[src/tpt_pkg.sv]
package tpt_pkg;

	localparam int TIME_BITS       = 24;
	localparam int ALPHA_FRAC_BITS = 16;
	localparam int CNT_W           = TIME_BITS + 2;
	localparam int RUN_W           = TIME_BITS + 1;
	localparam int DIV_W           = (CNT_W > ALPHA_FRAC_BITS) ? CNT_W : ALPHA_FRAC_BITS;
	localparam int STEP_W          = $clog2(DIV_W + 1);
	localparam int ALPHA_W         = ALPHA_FRAC_BITS + 1;
	localparam int SCL_W           = 24;
	localparam int PROD_W          = TIME_BITS + 8;
	localparam int CFG_W           = (TIME_BITS > 16) ? TIME_BITS : 16;
	localparam int CFG_IDX_W       = 3;

	localparam logic [ALPHA_W-1:0] ALPHA_ONE = {1'b1, {ALPHA_FRAC_BITS{1'b0}}};

	typedef enum logic [2:0] {
		OP_TICK   = 3'd0,
		OP_FWD    = 3'd1,
		OP_BACK   = 3'd2,
		OP_RBEG   = 3'd3,
		OP_REND   = 3'd4,
		OP_PAUSE  = 3'd5,
		OP_RESUME = 3'd6,
		OP_STOP   = 3'd7
	} op_t;

	typedef enum logic [2:0] {
		REG_DURATION = 3'd0,
		REG_DELAY    = 3'd1,
		REG_REPEAT   = 3'd2,
		REG_INTERVAL = 3'd3,
		REG_SPEED    = 3'd4,
		REG_STYLE    = 3'd5
	} reg_idx_t;

	typedef enum logic [1:0] {
		STYLE_ONCE = 2'd0,
		STYLE_LOOP = 2'd1,
		STYLE_PING = 2'd2
	} style_t;

	typedef enum logic [1:0] {
		DIV_BODY     = 2'd0,
		DIV_MOD      = 2'd1,
		DIV_RATIO_TD = 2'd2,
		DIV_RATIO_SB = 2'd3
	} div_kind_t;

	typedef enum logic [1:0] {
		TIM_KEEP = 2'd0,
		TIM_SUB  = 2'd1,
		TIM_FLIP = 2'd2,
		TIM_LOAD = 2'd3
	} tim_op_t;

	typedef enum logic [1:0] {
		GB_KEEP = 2'd0,
		GB_CLR  = 2'd1,
		GB_SET  = 2'd2,
		GB_TOG  = 2'd3
	} gb_op_t;

	typedef enum logic [1:0] {
		RUN_KEEP = 2'd0,
		RUN_SET  = 2'd1,
		RUN_CLR  = 2'd2
	} run_op_t;

	typedef enum logic [2:0] {
		RES_NONE = 3'd0,
		RES_DIR  = 3'd1,
		RES_TICK = 3'd2,
		RES_STOP = 3'd3,
		RES_FIN  = 3'd4
	} res_op_t;

	typedef struct packed {
		logic [2:0]  operation;
		logic [15:0] delta_time;
	} tpt_in_t;

	typedef struct packed {
		logic [ALPHA_W-1:0] alpha;
		logic               alpha_valid;
		logic               finished;
		logic               playing;
		logic               backward;
		logic               last;
	} tpt_out_t;

	typedef struct packed {
		logic [ALPHA_W-1:0] alpha;
		logic               valid;
		logic               fin;
	} tpt_res_t;

	typedef struct packed {
		logic      load_in;
		logic      mul;
		logic      res_clear;
		logic      dly_sub;
		tim_op_t   tim_op;
		gb_op_t    gb_op;
		logic      set_prime;
		run_op_t   run_op;
		logic      div_start;
		div_kind_t div_kind;
		res_op_t   res_op;
		logic      emit;
	} tpt_cmd_t;

	typedef struct packed {
		op_t    op;
		style_t style;
		logic   running;
		logic   going_back;
		logic   primed;
		logic   delay_pos;
		logic   time_neg;
		logic   rep_gt1;
		logic   run_bad;
		logic   single_gt_body;
		logic   div_done;
	} tpt_stat_t;

endpackage

[src/tpt_div.sv]
module tpt_div (
	input  logic                       clk,
	input  logic                       arst_n,
	input  logic                       start,
	input  logic [tpt_pkg::DIV_W-1:0]  dividend,
	input  logic [tpt_pkg::RUN_W-1:0]  divisor,
	input  logic [tpt_pkg::RUN_W-1:0]  rem_init,
	input  logic [tpt_pkg::STEP_W-1:0] steps,
	output logic                       done,
	output logic [tpt_pkg::DIV_W-1:0]  quot,
	output logic [tpt_pkg::RUN_W-1:0]  rem
);
	import tpt_pkg::*;

	logic              busy_q;
	logic              done_q;
	logic [STEP_W-1:0] cnt_q;
	logic [DIV_W-1:0]  dvd_q;
	logic [RUN_W-1:0]  dvs_q;
	logic [RUN_W-1:0]  rem_q;
	logic [RUN_W:0]    rem_sh;
	logic [RUN_W:0]    rem_sub;
	logic              ge;

	// One quotient bit per cycle, restoring.
	assign rem_sh  = {rem_q, dvd_q[DIV_W-1]};
	assign ge      = rem_sh >= {1'b0, dvs_q};
	assign rem_sub = rem_sh - {1'b0, dvs_q};

	always_ff @(posedge clk or negedge arst_n) begin
		if (!arst_n) begin
			busy_q <= 1'b0;
			done_q <= 1'b0;
			cnt_q  <= '0;
		end else begin
			done_q <= busy_q && (cnt_q == STEP_W'(1));
			if (start) begin
				busy_q <= 1'b1;
				cnt_q  <= steps;
			end else if (busy_q) begin
				cnt_q <= cnt_q - STEP_W'(1);
				if (cnt_q == STEP_W'(1)) begin
					busy_q <= 1'b0;
				end
			end
		end
	end

	always_ff @(posedge clk) begin
		if (start) begin
			dvd_q <= dividend;
			dvs_q <= divisor;
			rem_q <= rem_init;
		end else if (busy_q) begin
			dvd_q <= {dvd_q[DIV_W-2:0], ge};
			rem_q <= ge ? rem_sub[RUN_W-1:0] : rem_sh[RUN_W-1:0];
		end
	end

	assign done = done_q;
	assign quot = dvd_q;
	assign rem  = rem_q;

endmodule

[src/tpt_dpath.sv]
module tpt_dpath (
	input  logic                          clk,
	input  logic                          arst_n,
	input  logic                          cfg_we,
	input  logic [tpt_pkg::CFG_IDX_W-1:0] cfg_idx,
	input  logic [tpt_pkg::CFG_W-1:0]     cfg_wdata,
	input  tpt_pkg::tpt_in_t              in_data,
	input  tpt_pkg::tpt_cmd_t             cmd,
	output tpt_pkg::tpt_stat_t            stat,
	output tpt_pkg::tpt_res_t             res0,
	output tpt_pkg::tpt_res_t             res1,
	output logic [1:0]                    res_cnt,
	output logic                          running,
	output logic                          going_back
);
	import tpt_pkg::*;

	logic [TIME_BITS-1:0] duration_q;
	logic [TIME_BITS-1:0] delay_cfg_q;
	logic [7:0]           repeat_q;
	logic [TIME_BITS-1:0] interval_q;
	logic [15:0]          speed_q;
	logic [1:0]           style_q;

	logic [2:0]           op_q;
	logic [15:0]          dt_q;
	logic [SCL_W-1:0]     scaled_s1;
	logic [PROD_W-1:0]    prod_s1;

	logic [CNT_W-1:0]     time_left_q;
	logic [CNT_W-1:0]     delay_left_q;
	logic [RUN_W-1:0]     run_len_q;
	logic                 running_q;
	logic                 gb_q;
	logic                 primed_q;
	logic [RUN_W-1:0]     single_q;
	logic [ALPHA_W-1:0]   ratio_q;
	logic                 clamp_q;
	div_kind_t            kind_q;
	tpt_res_t             res_q [2];
	logic [1:0]           rn_q;

	logic [TIME_BITS-1:0] d_eff;
	logic [7:0]           r_eff;
	logic [31:0]          sp_prod;
	logic [PROD_W-1:0]    rp_prod;
	logic                 num_pos;
	logic [TIME_BITS-1:0] num_val;
	logic [CNT_W-1:0]     scaled_c;
	logic [CNT_W-1:0]     abs_t;
	logic [RUN_W:0]       body_w;
	logic                 t_neg;
	logic                 gb_next;
	logic [ALPHA_W-1:0]   tick_alpha;

	logic [DIV_W-1:0]     div_dvd;
	logic [RUN_W-1:0]     div_dvs;
	logic [RUN_W-1:0]     div_rem0;
	logic [STEP_W-1:0]    div_steps;
	logic                 clamp_c;
	logic [ALPHA_W-1:0]   clamp_val;
	logic                 div_done;
	logic [DIV_W-1:0]     div_quot;
	logic [RUN_W-1:0]     div_rem;

	assign d_eff    = (duration_q == '0) ? TIME_BITS'(1) : duration_q;
	assign r_eff    = (repeat_q == 8'd0) ? 8'd1 : repeat_q;
	assign sp_prod  = speed_q * dt_q;
	assign rp_prod  = PROD_W'(r_eff - 8'd1) * PROD_W'(interval_q);
	assign num_pos  = PROD_W'(d_eff) > prod_s1;
	assign num_val  = d_eff - prod_s1[TIME_BITS-1:0];
	assign scaled_c = CNT_W'(scaled_s1);
	assign t_neg    = time_left_q[CNT_W-1];
	assign abs_t    = t_neg ? (~time_left_q + CNT_W'(1)) : time_left_q;
	assign body_w   = {1'b0, run_len_q} - (RUN_W+1)'(interval_q);

	always_comb begin
		case (cmd.gb_op)
			GB_CLR:  gb_next = 1'b0;
			GB_SET:  gb_next = 1'b1;
			GB_TOG:  gb_next = ~gb_q;
			default: gb_next = gb_q;
		endcase
	end

	assign tick_alpha = gb_q ? ratio_q : (ALPHA_ONE - ratio_q);

	always_comb begin
		div_dvd   = '0;
		div_dvs   = '0;
		div_rem0  = '0;
		div_steps = STEP_W'(DIV_W);
		clamp_c   = 1'b0;
		clamp_val = '0;
		case (cmd.div_kind)
			DIV_BODY: begin
				div_dvd = DIV_W'(num_val);
				div_dvs = RUN_W'(r_eff);
			end
			DIV_MOD: begin
				div_dvd = DIV_W'(abs_t);
				div_dvs = run_len_q;
			end
			DIV_RATIO_TD: begin
				div_dvs   = RUN_W'(d_eff);
				div_rem0  = time_left_q[RUN_W-1:0];
				div_steps = STEP_W'(ALPHA_FRAC_BITS);
				if (t_neg || time_left_q == '0) begin
					clamp_c = 1'b1;
				end else if (time_left_q >= CNT_W'(d_eff)) begin
					clamp_c   = 1'b1;
					clamp_val = ALPHA_ONE;
				end
			end
			DIV_RATIO_SB: begin
				div_dvs   = body_w[RUN_W-1:0];
				div_rem0  = single_q;
				div_steps = STEP_W'(ALPHA_FRAC_BITS);
				if (single_q == '0) begin
					clamp_c = 1'b1;
				end else if ({1'b0, single_q} >= body_w) begin
					clamp_c   = 1'b1;
					clamp_val = ALPHA_ONE;
				end
			end
			default: ;
		endcase
	end

	tpt_div u_div (
		.clk      (clk),
		.arst_n   (arst_n),
		.start    (cmd.div_start),
		.dividend (div_dvd),
		.divisor  (div_dvs),
		.rem_init (div_rem0),
		.steps    (div_steps),
		.done     (div_done),
		.quot     (div_quot),
		.rem      (div_rem)
	);

	always_ff @(posedge clk or negedge arst_n) begin
		if (!arst_n) begin
			duration_q  <= TIME_BITS'(1000);
			delay_cfg_q <= '0;
			repeat_q    <= 8'd1;
			interval_q  <= '0;
			speed_q     <= 16'd256;
			style_q     <= STYLE_ONCE;
		end else if (cfg_we) begin
			case (reg_idx_t'(cfg_idx))
				REG_DURATION: duration_q  <= cfg_wdata[TIME_BITS-1:0];
				REG_DELAY:    delay_cfg_q <= cfg_wdata[TIME_BITS-1:0];
				REG_REPEAT:   repeat_q    <= cfg_wdata[7:0];
				REG_INTERVAL: interval_q  <= cfg_wdata[TIME_BITS-1:0];
				REG_SPEED:    speed_q     <= cfg_wdata[15:0];
				REG_STYLE:    style_q     <= cfg_wdata[1:0];
				default: ;
			endcase
		end
	end

	always_ff @(posedge clk) begin
		if (cmd.load_in) begin
			op_q <= in_data.operation;
			dt_q <= in_data.delta_time;
		end
		if (cmd.mul) begin
			scaled_s1 <= sp_prod[31:8];
			prod_s1   <= rp_prod;
		end
		if (cmd.div_start) begin
			kind_q  <= cmd.div_kind;
			clamp_q <= clamp_c;
			if (clamp_c) begin
				ratio_q <= clamp_val;
			end
		end
		if (div_done) begin
			case (kind_q)
				DIV_MOD: begin
					if (t_neg && div_rem != '0) begin
						single_q <= run_len_q - div_rem;
					end else begin
						single_q <= div_rem;
					end
				end
				DIV_RATIO_TD, DIV_RATIO_SB: begin
					if (!clamp_q) begin
						ratio_q <= ALPHA_W'(div_quot[ALPHA_FRAC_BITS-1:0]);
					end
				end
				default: ;
			endcase
		end
		case (cmd.res_op)
			RES_DIR: begin
				if (rn_q != 2'd2) begin
					res_q[rn_q[0]] <= '{alpha: gb_next ? ALPHA_ONE : '0, valid: 1'b1, fin: 1'b0};
				end
			end
			RES_TICK: begin
				if (rn_q != 2'd2) begin
					res_q[rn_q[0]] <= '{alpha: tick_alpha, valid: 1'b1, fin: 1'b0};
				end
			end
			RES_STOP: begin
				if (rn_q != 2'd2) begin
					res_q[rn_q[0]] <= '{alpha: '0, valid: 1'b0, fin: 1'b1};
				end
			end
			RES_FIN: begin
				if (rn_q == 2'd0) begin
					res_q[0] <= '{alpha: '0, valid: 1'b0, fin: 1'b1};
				end else begin
					res_q[rn_q[0] ^ 1'b1].fin <= 1'b1;
				end
			end
			default: ;
		endcase
	end

	always_ff @(posedge clk or negedge arst_n) begin
		if (!arst_n) begin
			time_left_q  <= '0;
			delay_left_q <= '0;
			run_len_q    <= '0;
			running_q    <= 1'b0;
			gb_q         <= 1'b0;
			primed_q     <= 1'b0;
			rn_q         <= '0;
		end else begin
			case (cmd.tim_op)
				TIM_SUB:  time_left_q <= time_left_q - scaled_c;
				TIM_FLIP: time_left_q <= CNT_W'(d_eff) - time_left_q;
				TIM_LOAD: begin
					time_left_q  <= CNT_W'(d_eff);
					delay_left_q <= CNT_W'(delay_cfg_q);
				end
				default: ;
			endcase
			if (cmd.dly_sub) begin
				delay_left_q <= delay_left_q - scaled_c;
			end
			gb_q <= gb_next;
			if (cmd.set_prime) begin
				primed_q <= 1'b1;
			end
			case (cmd.run_op)
				RUN_SET: running_q <= 1'b1;
				RUN_CLR: running_q <= 1'b0;
				default: ;
			endcase
			if (div_done && kind_q == DIV_BODY) begin
				run_len_q <= RUN_W'(num_pos ? div_quot[TIME_BITS-1:0] : '0)
					+ RUN_W'(interval_q);
			end
			if (cmd.res_clear) begin
				rn_q <= '0;
			end else begin
				case (cmd.res_op)
					RES_DIR, RES_TICK, RES_STOP: begin
						if (rn_q != 2'd2) begin
							rn_q <= rn_q + 2'd1;
						end
					end
					RES_FIN: begin
						if (rn_q == 2'd0) begin
							rn_q <= 2'd1;
						end
					end
					default: ;
				endcase
			end
		end
	end

	assign stat.op             = op_t'(op_q);
	assign stat.style          = style_t'(style_q);
	assign stat.running        = running_q;
	assign stat.going_back     = gb_q;
	assign stat.primed         = primed_q;
	assign stat.delay_pos      = !delay_left_q[CNT_W-1] && (delay_left_q != '0);
	assign stat.time_neg       = t_neg;
	assign stat.rep_gt1        = repeat_q > 8'd1;
	assign stat.run_bad        = (run_len_q == '0) || body_w[RUN_W] || (body_w == '0);
	assign stat.single_gt_body = {1'b0, single_q} > body_w;
	assign stat.div_done       = div_done;

	assign res0       = res_q[0];
	assign res1       = res_q[1];
	assign res_cnt    = rn_q;
	assign running    = running_q;
	assign going_back = gb_q;

endmodule

[src/tpt_ctrl.sv]
module tpt_ctrl (
	input  logic               clk,
	input  logic               arst_n,
	input  logic               in_valid,
	output logic               in_stall,
	input  logic               obuf_empty,
	input  tpt_pkg::tpt_stat_t stat,
	output tpt_pkg::tpt_cmd_t  cmd
);
	import tpt_pkg::*;

	typedef enum logic [10:0] {
		S_IDLE = 11'b00000000001,
		S_MUL  = 11'b00000000010,
		S_DEC  = 11'b00000000100,
		S_T1   = 11'b00000001000,
		S_RATW = 11'b00000010000,
		S_MODW = 11'b00000100000,
		S_CHK  = 11'b00001000000,
		S_ADD  = 11'b00010000000,
		S_END  = 11'b00100000000,
		S_RUNW = 11'b01000000000,
		S_EMIT = 11'b10000000000
	} state_t;

	state_t state_q;
	state_t state_d;

	always_comb begin
		cmd     = '0;
		state_d = state_q;
		case (state_q)
			S_IDLE: begin
				if (in_valid) begin
					cmd.load_in = 1'b1;
					state_d     = S_MUL;
				end
			end
			S_MUL: begin
				cmd.mul       = 1'b1;
				cmd.res_clear = 1'b1;
				state_d       = S_DEC;
			end
			S_DEC: begin
				state_d = S_EMIT;
				case (stat.op)
					OP_TICK: begin
						if (stat.running) begin
							if (stat.delay_pos) begin
								cmd.dly_sub = 1'b1;
							end else begin
								cmd.tim_op = TIM_SUB;
								state_d    = S_T1;
							end
						end
					end
					OP_FWD, OP_BACK: begin
						if (!stat.primed) begin
							cmd.tim_op    = TIM_LOAD;
							cmd.set_prime = 1'b1;
							cmd.res_op    = RES_DIR;
						end else if (stat.going_back == (stat.op == OP_FWD)) begin
							cmd.tim_op = TIM_FLIP;
						end
						cmd.gb_op     = (stat.op == OP_FWD) ? GB_CLR : GB_SET;
						cmd.run_op    = RUN_SET;
						cmd.div_start = 1'b1;
						cmd.div_kind  = DIV_BODY;
						state_d       = S_RUNW;
					end
					OP_RBEG, OP_REND: begin
						cmd.tim_op    = TIM_LOAD;
						cmd.set_prime = 1'b1;
						cmd.res_op    = RES_DIR;
						cmd.gb_op     = (stat.op == OP_RBEG) ? GB_CLR : GB_SET;
					end
					OP_PAUSE:  cmd.run_op = RUN_CLR;
					OP_RESUME: cmd.run_op = RUN_SET;
					OP_STOP: begin
						cmd.run_op = RUN_CLR;
						cmd.res_op = RES_STOP;
					end
					default: ;
				endcase
			end
			S_T1: begin
				if (stat.rep_gt1) begin
					if (stat.run_bad) begin
						state_d = S_END;
					end else begin
						cmd.div_start = 1'b1;
						cmd.div_kind  = DIV_MOD;
						state_d       = S_MODW;
					end
				end else begin
					cmd.div_start = 1'b1;
					cmd.div_kind  = DIV_RATIO_TD;
					state_d       = S_RATW;
				end
			end
			S_RATW: begin
				if (stat.div_done) begin
					state_d = S_ADD;
				end
			end
			S_MODW: begin
				if (stat.div_done) begin
					state_d = S_CHK;
				end
			end
			S_CHK: begin
				if (stat.single_gt_body) begin
					state_d = S_END;
				end else begin
					cmd.div_start = 1'b1;
					cmd.div_kind  = DIV_RATIO_SB;
					state_d       = S_RATW;
				end
			end
			S_ADD: begin
				cmd.res_op = RES_TICK;
				state_d    = S_END;
			end
			S_END: begin
				state_d = S_EMIT;
				if (stat.time_neg) begin
					if (stat.style == STYLE_LOOP || stat.style == STYLE_PING) begin
						cmd.tim_op    = TIM_LOAD;
						cmd.gb_op     = (stat.style == STYLE_PING) ? GB_TOG : GB_KEEP;
						cmd.set_prime = 1'b1;
						cmd.res_op    = RES_DIR;
						cmd.run_op    = RUN_SET;
						cmd.div_start = 1'b1;
						cmd.div_kind  = DIV_BODY;
						state_d       = S_RUNW;
					end else begin
						cmd.run_op = RUN_CLR;
						cmd.res_op = RES_FIN;
					end
				end
			end
			S_RUNW: begin
				if (stat.div_done) begin
					state_d = S_EMIT;
				end
			end
			S_EMIT: begin
				if (obuf_empty) begin
					cmd.emit = 1'b1;
					state_d  = S_IDLE;
				end
			end
			default: state_d = S_IDLE;
		endcase
	end

	always_ff @(posedge clk or negedge arst_n) begin
		if (!arst_n) begin
			state_q <= S_IDLE;
		end else begin
			state_q <= state_d;
		end
	end

	assign in_stall = (state_q != S_IDLE);

endmodule

[src/tpt_obuf.sv]
module tpt_obuf (
	input  logic              clk,
	input  logic              arst_n,
	input  logic              load,
	input  tpt_pkg::tpt_res_t res0,
	input  tpt_pkg::tpt_res_t res1,
	input  logic [1:0]        res_cnt,
	input  logic              running,
	input  logic              going_back,
	output logic              empty,
	output logic              out_valid,
	input  logic              out_stall,
	output tpt_pkg::tpt_out_t out_data
);
	import tpt_pkg::*;

	tpt_out_t   slot_q [2];
	logic [1:0] cnt_q;
	logic       two;

	assign two = (res_cnt == 2'd2);

	always_ff @(posedge clk or negedge arst_n) begin
		if (!arst_n) begin
			cnt_q <= '0;
		end else if (load) begin
			cnt_q <= two ? 2'd2 : 2'd1;
		end else if (out_valid && !out_stall) begin
			cnt_q <= cnt_q - 2'd1;
		end
	end

	always_ff @(posedge clk) begin
		if (load) begin
			if (res_cnt == 2'd0) begin
				slot_q[0] <= '{alpha: '0, alpha_valid: 1'b0, finished: 1'b0,
					playing: running, backward: going_back, last: 1'b1};
			end else begin
				slot_q[0] <= '{alpha: res0.valid ? res0.alpha : '0, alpha_valid: res0.valid,
					finished: res0.fin, playing: running, backward: going_back, last: !two};
			end
			slot_q[1] <= '{alpha: res1.valid ? res1.alpha : '0, alpha_valid: res1.valid,
				finished: res1.fin, playing: running, backward: going_back, last: 1'b1};
		end else if (out_valid && !out_stall) begin
			slot_q[0] <= slot_q[1];
		end
	end

	assign empty     = (cnt_q == 2'd0);
	assign out_valid = (cnt_q != 2'd0);
	assign out_data  = slot_q[0];

endmodule

[src/tween_progress_timer.sv]
// Channel  Direction  Handshake          Payload
// in       input      in_valid/in_stall  tpt_in_t: operation, delta_time
// out      output     out_valid/out_stall tpt_out_t: alpha, flags, last
// cfg      input      cfg_we             cfg_idx, cfg_wdata
//
// Commands without division pass through the multiply, decode and emit states.
// Play and a restart add one run length division. A tick that counts down the duration
// adds a ratio division, or with several repeats a modulo division before it; all go
// through one shared bit-serial divider.
// Reset is asynchronous and leaves the engine stopped with default registers.
// One transaction is accepted at a time; up to two results wait in the output buffer.
module tween_progress_timer (
	input  logic                          clk,
	input  logic                          arst_n,
	input  logic                          in_valid,
	output logic                          in_stall,
	input  tpt_pkg::tpt_in_t              in_data,
	output logic                          out_valid,
	input  logic                          out_stall,
	output tpt_pkg::tpt_out_t             out_data,
	input  logic                          cfg_we,
	input  logic [tpt_pkg::CFG_IDX_W-1:0] cfg_idx,
	input  logic [tpt_pkg::CFG_W-1:0]     cfg_wdata
);
	import tpt_pkg::*;

	tpt_cmd_t   cmd;
	tpt_stat_t  stat;
	tpt_res_t   res0;
	tpt_res_t   res1;
	logic [1:0] res_cnt;
	logic       running;
	logic       going_back;
	logic       obuf_empty;

	tpt_ctrl u_ctrl (
		.clk        (clk),
		.arst_n     (arst_n),
		.in_valid   (in_valid),
		.in_stall   (in_stall),
		.obuf_empty (obuf_empty),
		.stat       (stat),
		.cmd        (cmd)
	);

	tpt_dpath u_dpath (
		.clk        (clk),
		.arst_n     (arst_n),
		.cfg_we     (cfg_we),
		.cfg_idx    (cfg_idx),
		.cfg_wdata  (cfg_wdata),
		.in_data    (in_data),
		.cmd        (cmd),
		.stat       (stat),
		.res0       (res0),
		.res1       (res1),
		.res_cnt    (res_cnt),
		.running    (running),
		.going_back (going_back)
	);

	tpt_obuf u_obuf (
		.clk        (clk),
		.arst_n     (arst_n),
		.load       (cmd.emit),
		.res0       (res0),
		.res1       (res1),
		.res_cnt    (res_cnt),
		.running    (running),
		.going_back (going_back),
		.empty      (obuf_empty),
		.out_valid  (out_valid),
		.out_stall  (out_stall),
		.out_data   (out_data)
	);

endmodule

[config.mk]
export PLATFORM = sky130hd
export DESIGN_NAME = tween_progress_timer
export DESIGN_NICKNAME = d
export VERILOG_FILES = /design/src/tpt_pkg.sv /design/src/tpt_div.sv /design/src/tpt_dpath.sv /design/src/tpt_ctrl.sv /design/src/tpt_obuf.sv /design/src/tween_progress_timer.sv
export SDC_FILE = /design/constraint.sdc
export NUM_CORES = 2
export LEC_CHECK = 0
export BUFFER_PORTS_ARGS = -buffer_cell sky130_fd_sc_hd__buf_2
export CAP_MARGIN = 20
export CORE_ASPECT_RATIO = 0.8
export CORE_MARGIN = 4
export CORE_UTILIZATION = 55
export CTS_CLUSTER_DIAMETER = 50
export DETAILED_ROUTE_END_ITERATION = 10
export PLACE_DENSITY = 0.68
export SLEW_MARGIN = 20
export SYNTH_ARGS = -nofsm -noshare
export SYNTH_HDL_FRONTEND = slang
export SYNTH_SLANG_ARGS = --single-unit
[constraint.sdc]
create_clock -name clk -period 11.9 [get_ports clk]
set_input_delay 0.595 -clock clk [delete_from_list [all_inputs] [get_ports clk]]
set_output_delay 0.595 -clock clk [all_outputs]
set_load 0.01 [all_outputs]
==> impl_results.md <==
- DRT antenna net count: 0
- Post-CTS Setup Bufs: 0
- Relative slew slack: 25.9%
- Worst hold slack: 0.129 ns
- Syn Nets: 6161
- DR vias/cell: 6.03
- Sum Neg Setup Slack: 0 ns
- GPL Wtd Cong: 1.01
- Synth Cell Area: 0.0490 mm^2
- Slew Limit Fails: 0
- Final Hold Viols: 0
- Setup crit start kind: flop
- DRC: 0
- Area of the multi-input gates: 0.0323 mm^2
- Die H: 275 um
- Skew-Pair Late Insertion Delay: 0.65 ns
- Nets@finish: 6175
- Worst Path Required: between 10 and 15 ns
- Hold Crit Class: input port to flop
- Layout cells sized above 1: under 10%
- Die width: 342 um
- Final HPWL DP: 118000 um
- DR WL/cell: 23.1 um
- Critical path fanouts, max: 18
- Initial antenna violation count: 5
- Slew @ Worst Pin: about 1.1 ns
- Vias: 39100
- CTS root buffer: clkbuf_16
- GRT overflow: 0
- Area grow syn2layout: 8.23%
- F_max: around 110 MHz
- Setup violations, final: 0
- Crit path DAT: 9.82 ns
- Worst path most repeated cell: fa_1
- Rows: a little under 100
- FFs w/ async S/R, synth: 41.9%
- Synthesized netlist cell count: 5220
- Slowest-stage cell, CP: fa_1
- Seq. cell area: 0.0132 mm^2
- First-pass GRT wire length: 233000 um
- Post-CTS Resized: 0
- Io pins: 75
- H-tree depth: 3
- GR Util All Layers: 32.2%
- CTS clk-pin slew, worst paths: approximately 0.06 ns
- Cell Count Post-Placement: 6348
- Seq/Total Area, Yosys: 26.8%
- DRT Pass-1 Iters: 8
- TritonCTS sink count: between 400 and 500
- Status: finished clean
- CTS tree: built
- Vias in the first global route: 37900
- Avg Cell Area, Syn: 9.39 um^2
- Worst setup path category: flop to flop
- Yosys warns: 0
- Max cap viols: 0
- Core area: between 0.08 and 0.09 mm^2
- Iter 0 DRT Violations: 4101
- RSZ-0062 raised after global routing: no
- Final critical-path required period: 9.44 ns
- Post-synth cell types: 93
- Clk_skew: 0.0398 ns
- Layout Cells excl Fill: 6481
- FILL cells: 7622
- Post-synth EDFFs: 260
- TritonCTS Buffers: 70
- Largest net degree at the start of global routing: 80
- Starting Density: approximately 56%
- CP endpoint kind: flop
- Die ar.: roughly 0.094 mm^2
- Leading register cell type out of synthesis: edfxtp_1
- Clock Tree Buf Depth: 3
- Port Buf Inserts: 74
- Core Util, Final: 60.3%
- WL final: between 100000 and 150000 um
- Cts hold-fix bufs: 1
- Max incr delay on CP: 0.72 ns
- Fin crit share: 79.3%
- Yosys reg bits: 477
## synthesized netlist by cell type (all sizes together), types with 51 or more instances
cell type,n,share of area (%)
clkbuf,160,1.2
inv,790,6.0
mux2,100,2.3
nor4,51,0.68
nor2,330,2.5
o21ai,247,2.5
a31oi,51,0.68
a21oi,221,2.3
edfxtp,260,16
ha,420,11
fa,470,19
a22oi,58,0.89
nand3,61,0.62
dfrtp,191,9.7
xnor2,172,3.1
nor3,107,1.1
and2,194,2.5
a21o,92,1.4
nand2,497,3.8
xor2,75,1.3
## flip-flops by register name, indices dropped and copies added (netlist names), 25 cells and up
name / cells
u_dpath.u_div.quot: 26
u_dpath.u_div.dvs_q: 25
u_obuf.slot_q: 43
u_dpath.single_q: 25
u_dpath.run_len_q: 25
u_dpath.time_left_q: 26
u_dpath.res_q: 38
u_dpath.u_div.rem: 25
u_dpath.delay_left_q: 26
u_dpath.prod_s1: 32
## layout by cell type, fill, tap and decap left out, types with 61 or more instances in the layout
| cell | instances |
|---|---|
| a21o_1 | 92 |
| a21oi_1 | 219 |
| and2_1 | 193 |
| buf_2 | 73 |
| clkbuf_16 | 70 |
| dfrtp_1 | 191 |
| edfxtp_1 | 260 |
| fa_1 | 470 |
| ha_1 | 420 |
| inv_1 | 789 |
| mux2_2 | 100 |
| nand2_1 | 497 |
| nand3_1 | 61 |
| nor2_1 | 327 |
| nor3_1 | 103 |
| o21ai_0 | 219 |
| xnor2_1 | 172 |
| xor2_1 | 75 |
## final timing paths
check | start | end | slack, ns | cells after the start
min in group asynchronous | arst_n | u_dpath.u_div.cnt_q[2]$_DFFE_PN0P_ | 0.51 | 2
setup reg to reg | u_dpath.repeat_q[4]$_DFFE_PN0P_ | u_dpath.prod_s1[30]$_DFFE_PP_ | 2.46 | 30
max in group asynchronous | arst_n | u_dpath.repeat_q[0]$_DFFE_PN1P_ | 9.27 | 5
setup / recovery | u_dpath.repeat_q[4]$_DFFE_PN0P_ | u_dpath.prod_s1[30]$_DFFE_PP_ | 2.46 | 30
hold / removal | in_data[18] | u_dpath.op_q[2]$_DFFE_PP_ | 0.13 | 1
hold reg to reg | u_dpath.res_q[1][0]$_DFFE_PP_ | u_obuf.slot_q[1][3]$_DFFE_PP_ | 0.42 | 0
## critical path: cells and delay by family, from the launching register on
| kind | cells | cell delay [ns] |
|---|---|---|
| AO/OA/AOI/OAI | 9 | 1.81 |
| XOR/XNOR | 1 | 0.08 |
| buffers and inverters | 4 | 0.68 |
| AND/OR/NAND/NOR | 7 | 1.72 |
| flip-flops | 1 | 0.46 |
| adder cells (fa/ha/maj) | 9 | 4.43 |
## routing by layer
layer	GRT usage, %	part of all wire [%]	up-vias
li1	-	-	17800
met5	0	0.0073	-
met2	45.0	40	1819
met3	7.66	11	307
met4	11.5	4.2	2
met1	48.6	45	19200
## cells by family (layout without fill, tap and decap cells)
group / count (synthesis) / after routing / synth area share, %
other: 0 / 2 / 0
multiplexers: 114 / 114 / 2.58
buffers and inverters: 974 / 1045 / 7.53
adder cells (fa/ha/maj): 891 / 891 / 29.9
AO/OA/AOI/OAI: 1034 / 1034 / 14.1
flip-flops: 477 / 477 / 26.8
XOR/XNOR: 247 / 247 / 4.41
AND/OR/NAND/NOR: 1483 / 1483 / 14.6
## metrics by stage
| step | cell area, um^2 | worst slack, ns |
|---|---|---|
| CTS | 53000 | 2.42 |
| floorplan | 49000 | 2.78 |
| finish | 53100 | 2.46 |
| detailed placement | 50600 | 2.46 |
| global placement | 50600 | 2.68 |
| global route | 53100 | 1.89 |
## final cells by class
| type | count | share of cell area (%) |
|---|---|---|
| Antenna cell | 2 | 0.00943 |
| Clock buffer | 78 | 3.40 |
| Clock inverter | 51 | 1.08 |
| Inverter | 790 | 5.59 |
| Multi-Input combinational cell | 3769 | 60.8 |
| Sequential cell | 477 | 24.8 |
| Tap cell | 1188 | 2.80 |
| Timing Repair Buffer | 126 | 1.48 |
Power is not shown: default switching activity piles up to over one toggle a cycle in this logic, so the estimate is an artifact.
